--- src/rtl/core/bpa_pkg.sv ---
// Shared types and constants for the bitmap page allocator.
// Used by bpa_ctrl, bpa_datapath and bitmap_page_allocator_top; depends on nothing.
`timescale 1ns / 1ps
`default_nettype none

package bpa_pkg;

  localparam int MAX_PAGES   = 4096;
  localparam int PAGE_BYTES  = 4096;
  localparam int WORD_W      = 64;
  localparam int MAP_WORDS   = (MAX_PAGES + WORD_W - 1) / WORD_W;
  localparam int WORD_IDX_W  = $clog2(MAP_WORDS);
  localparam int BIT_IDX_W   = $clog2(WORD_W);
  localparam int PAGE_IDX_W  = WORD_IDX_W + BIT_IDX_W;
  localparam int PAGE_SHIFT  = $clog2(PAGE_BYTES);
  localparam int ADDR_W      = 24;
  localparam int COUNT_W     = 13;
  localparam int FUNC_W      = 2;
  localparam int PTR_W       = WORD_IDX_W + 1;

  localparam int IN_DATA_W   = 32;
  localparam int OUT_DATA_W  = 40;
  localparam int CFG_ADDR_W  = 2;

  localparam logic [COUNT_W-1:0] COUNT_MAX   = '1;
  localparam logic [COUNT_W-1:0] PAGE_LIMIT  = COUNT_W'(MAX_PAGES);
  localparam logic [COUNT_W-1:0] PAGES_RESET = 13'd4096;

  localparam logic [FUNC_W-1:0] FUNC_ALLOC = 2'd0;
  localparam logic [FUNC_W-1:0] FUNC_FREE  = 2'd1;
  localparam logic [FUNC_W-1:0] FUNC_MARK  = 2'd2;

  localparam logic [CFG_ADDR_W-1:0] REG_PAGES_IN_USE = 2'd0;

  // Commands from the controller to the datapath.
  typedef struct packed {
    logic accept;
    logic scan;
    logic rd;
    logic eval;
    logic resp;
  } bpa_cmd_t;

  // Status from the datapath back to the controller.
  typedef struct packed {
    logic hit;
    logic scan_end;
    logic out_space;
  } bpa_stat_t;

endpackage

`default_nettype wire

--- src/rtl/core/bpa_ctrl.sv ---
// Controller state machine of the bitmap page allocator.
// Depends on bpa_pkg; drives bpa_datapath through bpa_cmd_t.
`timescale 1ns / 1ps
`default_nettype none

module bpa_ctrl
  import bpa_pkg::*;
(
  input  wire logic              clk,
  input  wire logic              rst,
  input  wire logic              in_tvalid,
  input  wire logic [FUNC_W-1:0] func,
  output logic                   in_tready,
  input  wire bpa_stat_t         stat,
  output bpa_cmd_t               cmd
);

  typedef enum logic [2:0] {
    S_IDLE,
    S_SCAN,
    S_RD,
    S_EVAL,
    S_RESP
  } state_t;

  state_t state;
  state_t state_next;

  always_comb begin
    state_next = state;
    case (state)
      S_IDLE: begin
        if (in_tvalid) begin
          case (func)
            FUNC_ALLOC: state_next = S_SCAN;
            FUNC_FREE:  state_next = S_RD;
            FUNC_MARK:  state_next = S_RD;
            default:    state_next = S_RESP;
          endcase
        end
      end
      S_SCAN: begin
        if (stat.hit || stat.scan_end) state_next = S_RESP;
      end
      S_RD:   state_next = S_EVAL;
      S_EVAL: state_next = S_RESP;
      S_RESP: begin
        if (stat.out_space) state_next = S_IDLE;
      end
      default: state_next = S_IDLE;
    endcase
  end

  always_ff @(posedge clk) begin
    if (rst) begin
      state <= S_IDLE;
    end else begin
      state <= state_next;
    end
  end

  always_comb begin
    in_tready  = (state == S_IDLE);
    cmd.accept = in_tready && in_tvalid;
    cmd.scan   = (state == S_SCAN);
    cmd.rd     = (state == S_RD);
    cmd.eval   = (state == S_EVAL);
    cmd.resp   = (state == S_RESP);
  end

endmodule

`default_nettype wire

--- config.mk ---
export PLATFORM = sky130hd
export DESIGN_NAME = bpa_ctrl
export DESIGN_NICKNAME = d
export VERILOG_FILES = /design/src/rtl/core/bpa_pkg.sv /design/src/rtl/core/bpa_ctrl.sv
export SDC_FILE = /design/constraint.sdc
export NUM_CORES = 1
export LEC_CHECK = 0
export BUFFER_PORTS_ARGS = -buffer_cell sky130_fd_sc_hd__buf_2
export CAP_MARGIN = 25
export CORE_AREA = 2 2 39 41
export CTS_CLUSTER_DIAMETER = 120
export DETAILED_ROUTE_END_ITERATION = 7
export DIE_AREA = 0 0 41 43
export SETUP_SLACK_MARGIN = 0.4
export SLEW_MARGIN = 20
export SYNTH_ARGS = -nofsm -noshare
export SYNTH_HDL_FRONTEND = slang
export SYNTH_SLANG_ARGS = --single-unit
export TNS_END_PERCENT = 5
--- constraint.sdc ---
create_clock -name clk -period 1.4 [get_ports clk]
set_input_delay 0.21 -clock clk [delete_from_list [all_inputs] [get_ports clk]]
set_output_delay 0.21 -clock clk [all_outputs]
set_load 0.03 [all_outputs]
==> impl_metrics.csv <==
group,metric,value,unit
clocking,cts-root-buf,"clkbuf_4",
global_routing,grt_pass1_wl,848,um
floorplanning,die_area,1760,um^2
drt,via_per_inst,4.44,
floorplanning,fp.dieW,41,um
clocking,numCtsBuffers,3,
setup_path,cp_top_family,"flip-flops",
global_routing,antenna_found_initial,0,
drt,totalWireLength,574,um
timing,fin_crit,1.27,ns
clocking,clkTransAtPathRegs,0.04,ns
drt,first_pass_iters,3,
synthesis,yosysUniqueCellTypes,17,
timing,final-hold-violation-count,0,
final_layout,fillers,150,
final_layout,final_util,31.6,%
floorplanning,ioPinCount,14,
placed_design,place_inst,55,
floorplanning,rows,14,
synthesis,synth_area,262,um^2
clocking,tritoncts,"built",
final_layout,largest_register,"state",
setup_path,required,1.19,ns
pwr,ir_drop,219,uV
status,status,"finished, final reports clean",
clocking,clock-sinks,3,
pwr,p_leak,0.200,nW
timing,rsz0062_at_grt,"true",
global_routing,grt_max_degree,11,
final_layout,final_common_cell,"buf_2",
synthesis,synthCells,29,
setup_path,slowest_stage,"dfxtp_4",
synthesis,synth_nets,39,
synthesis,yosysSeqAreaShare,23.0,%
final_layout,fin_cells,62,
synthesis,ys_seq_elements,3,
final_layout,largest_reg_flops,3,
pwr,fin_total_pwr,0.000448,W
timing,drv_slew,0,
floorplanning,initial_core_util,18.9,%
final_layout,diodes,0,
timing,fin_setup_tns,0,ns
drt,first_iter_violations,2,
drt,drc_errors,0,
timing,fmax,0.784,GHz
setup_path,cp.buffers_inverters,1,
drt,num_vias,275,
placed_design,place.gp.congestion,0.655,
clocking,insertion_delay,0.24,ns
setup_path,crit_chain,"nor3_4, and2_4, buf_6",
global_routing,grt_pass1_vias,200,
drt,antenna_left,0,
setup_path,crit_start,"state[0]",
final_layout,drive_above_1_share,73.9,%
timing,slew_headroom,77.1,%
setup_path,path_class,"reg2out",
setup_path,cp-end-kind,"output port",
final_layout,multi_input_area,203,um^2
final_layout,area_growth,67.0,%
floorplanning,die_y,43,um
placed_design,dp_hpwl,435,um
synthesis,synth_warnings,0,
clocking,hold_buffers,0,
clocking,h-tree-depth,1,
pwr,power_density,1030,nW/um^2
placed_design,portBuffers,13,
global_routing,grt_usage,7.83,%
setup_path,r2r-start,"state[0]",
clocking,clockBufferDepth,2,
setup_path,crit_fanout,7,
job,drv_cap,0,
drt,routedWlPerCell,9.26,um
timing,setup_viol,0,
setup_path,slowest_delay,0.37,ns
setup_path,crit_arrival,1.06,ns
min_path,hold_class,"in2reg",
floorplanning,design.core.area,1380,um^2
global_routing,grt_overflow,0,
timing,finalCritPeriodShare,91.1,%
final_layout,nets,57,
final_layout,top_regs,"state: 3 flops",
timing,fin_skew,0.00116,ns
min_path,holdCritStartpoint,"rst",
final_layout,final_cell_mix,"9 x buf_2, 5 x buf_4, 3 x clkbuf_4, 3 x dfxtp_4",
timing,worstMarginPinSlew,0.340,ns
setup_path,startpoint_type,"flop",
synthesis,avgSynthCellArea,9.02,um^2
final_layout,regArea,71.3,um^2
[per-layer routing]
metal / up-vias / track usage, % / wire [um]
li1: 138 / - / -
met1: 126 / 10.3 / 243
met2: 9 / 8.75 / 280
met3: 2 / 1.57 / 30
met4: 0 / 10.0 / 21
met5: - / 0 / 0
[layout make-up]
| class | instances | share of cell area, % |
|---|---|---|
| multi-input cells | 20 | 46.4 |
| well taps | 16 | 4.58 |
| inverters | 3 | 2.58 |
| flip-flops and latches | 3 | 16.3 |
| clock buffers | 4 | 6.02 |
| repair buffers | 16 | 24.1 |
[synthesized netlist by cell type]
| master | instances | share of area (%) |
|---|---|---|
| dfxtp_1 | 3 | 23 |
| nor3b_1 | 1 | 2.9 |
| inv_1 | 3 | 4.3 |
| a2bb2oi_1 | 1 | 3.3 |
| and3_2 | 1 | 2.9 |
| a21oi_1 | 2 | 3.8 |
| nor2_1 | 2 | 2.9 |
| buf_6 | 1 | 4.3 |
| a2111oi_2 | 1 | 5.7 |
| and2b_2 | 1 | 3.3 |
| and2_1 | 2 | 4.8 |
| nor4_1 | 2 | 4.8 |
| ha_1 | 2 | 9.6 |
| nor3_1 | 3 | 5.7 |
| nor4b_4 | 1 | 9.1 |
| buf_2 | 2 | 3.8 |
| a221oi_2 | 1 | 5.7 |
[final timing paths]
| check | endpoint | cells past startpoint | slack (ns) |
|---|---|---|---|
| setup / recovery | cmd[4] | 3 | 0.13 |
| hold / removal | state[2] | 2 | 0.18 |
| setup reg to reg | state[2] | 4 | 0.26 |
| hold reg to reg | state[1] | 2 | 0.61 |
[stage by stage]
stage | hold slack, ns | instance area [um^2] | worst slack (ns)
after global placement | 0.418 | 350 | 0.104
after floorplan | 0.279 | 293 | 0.109
after global routing | 0.184 | 437 | 0.0913
after detailed placement | 0.415 | 350 | 0.116
final | 0.177 | 437 | 0.125
after CTS | 0.154 | 429 | 0.114
[kinds of logic after synthesis]
| family | Yosys count | share of synthesized area (%) |
|---|---|---|
| simple gates | 13 | 36.4 |
| buf+inv | 6 | 12.4 |
| fa+ha+maj | 2 | 9.57 |
| compound gates | 5 | 18.7 |
| flops | 3 | 23.0 |
[power breakdown]
part	internal [W]	leakage (nW)	switching, W	total (W)
registers	0.0000951	0.0267	0.0000259	0.000121
clock network	0.000107	0.0150	0.0000488	0.000156
logic	0.0000855	0.158	0.0000853	0.000171
[timing repair]
action,in CTS,in global routing
pin swaps,0,2
buffers inserted,3,0
endpoints found under the setup margin,8,9
gates resized for setup,13,3
Power figures use the tool's default switching activity.
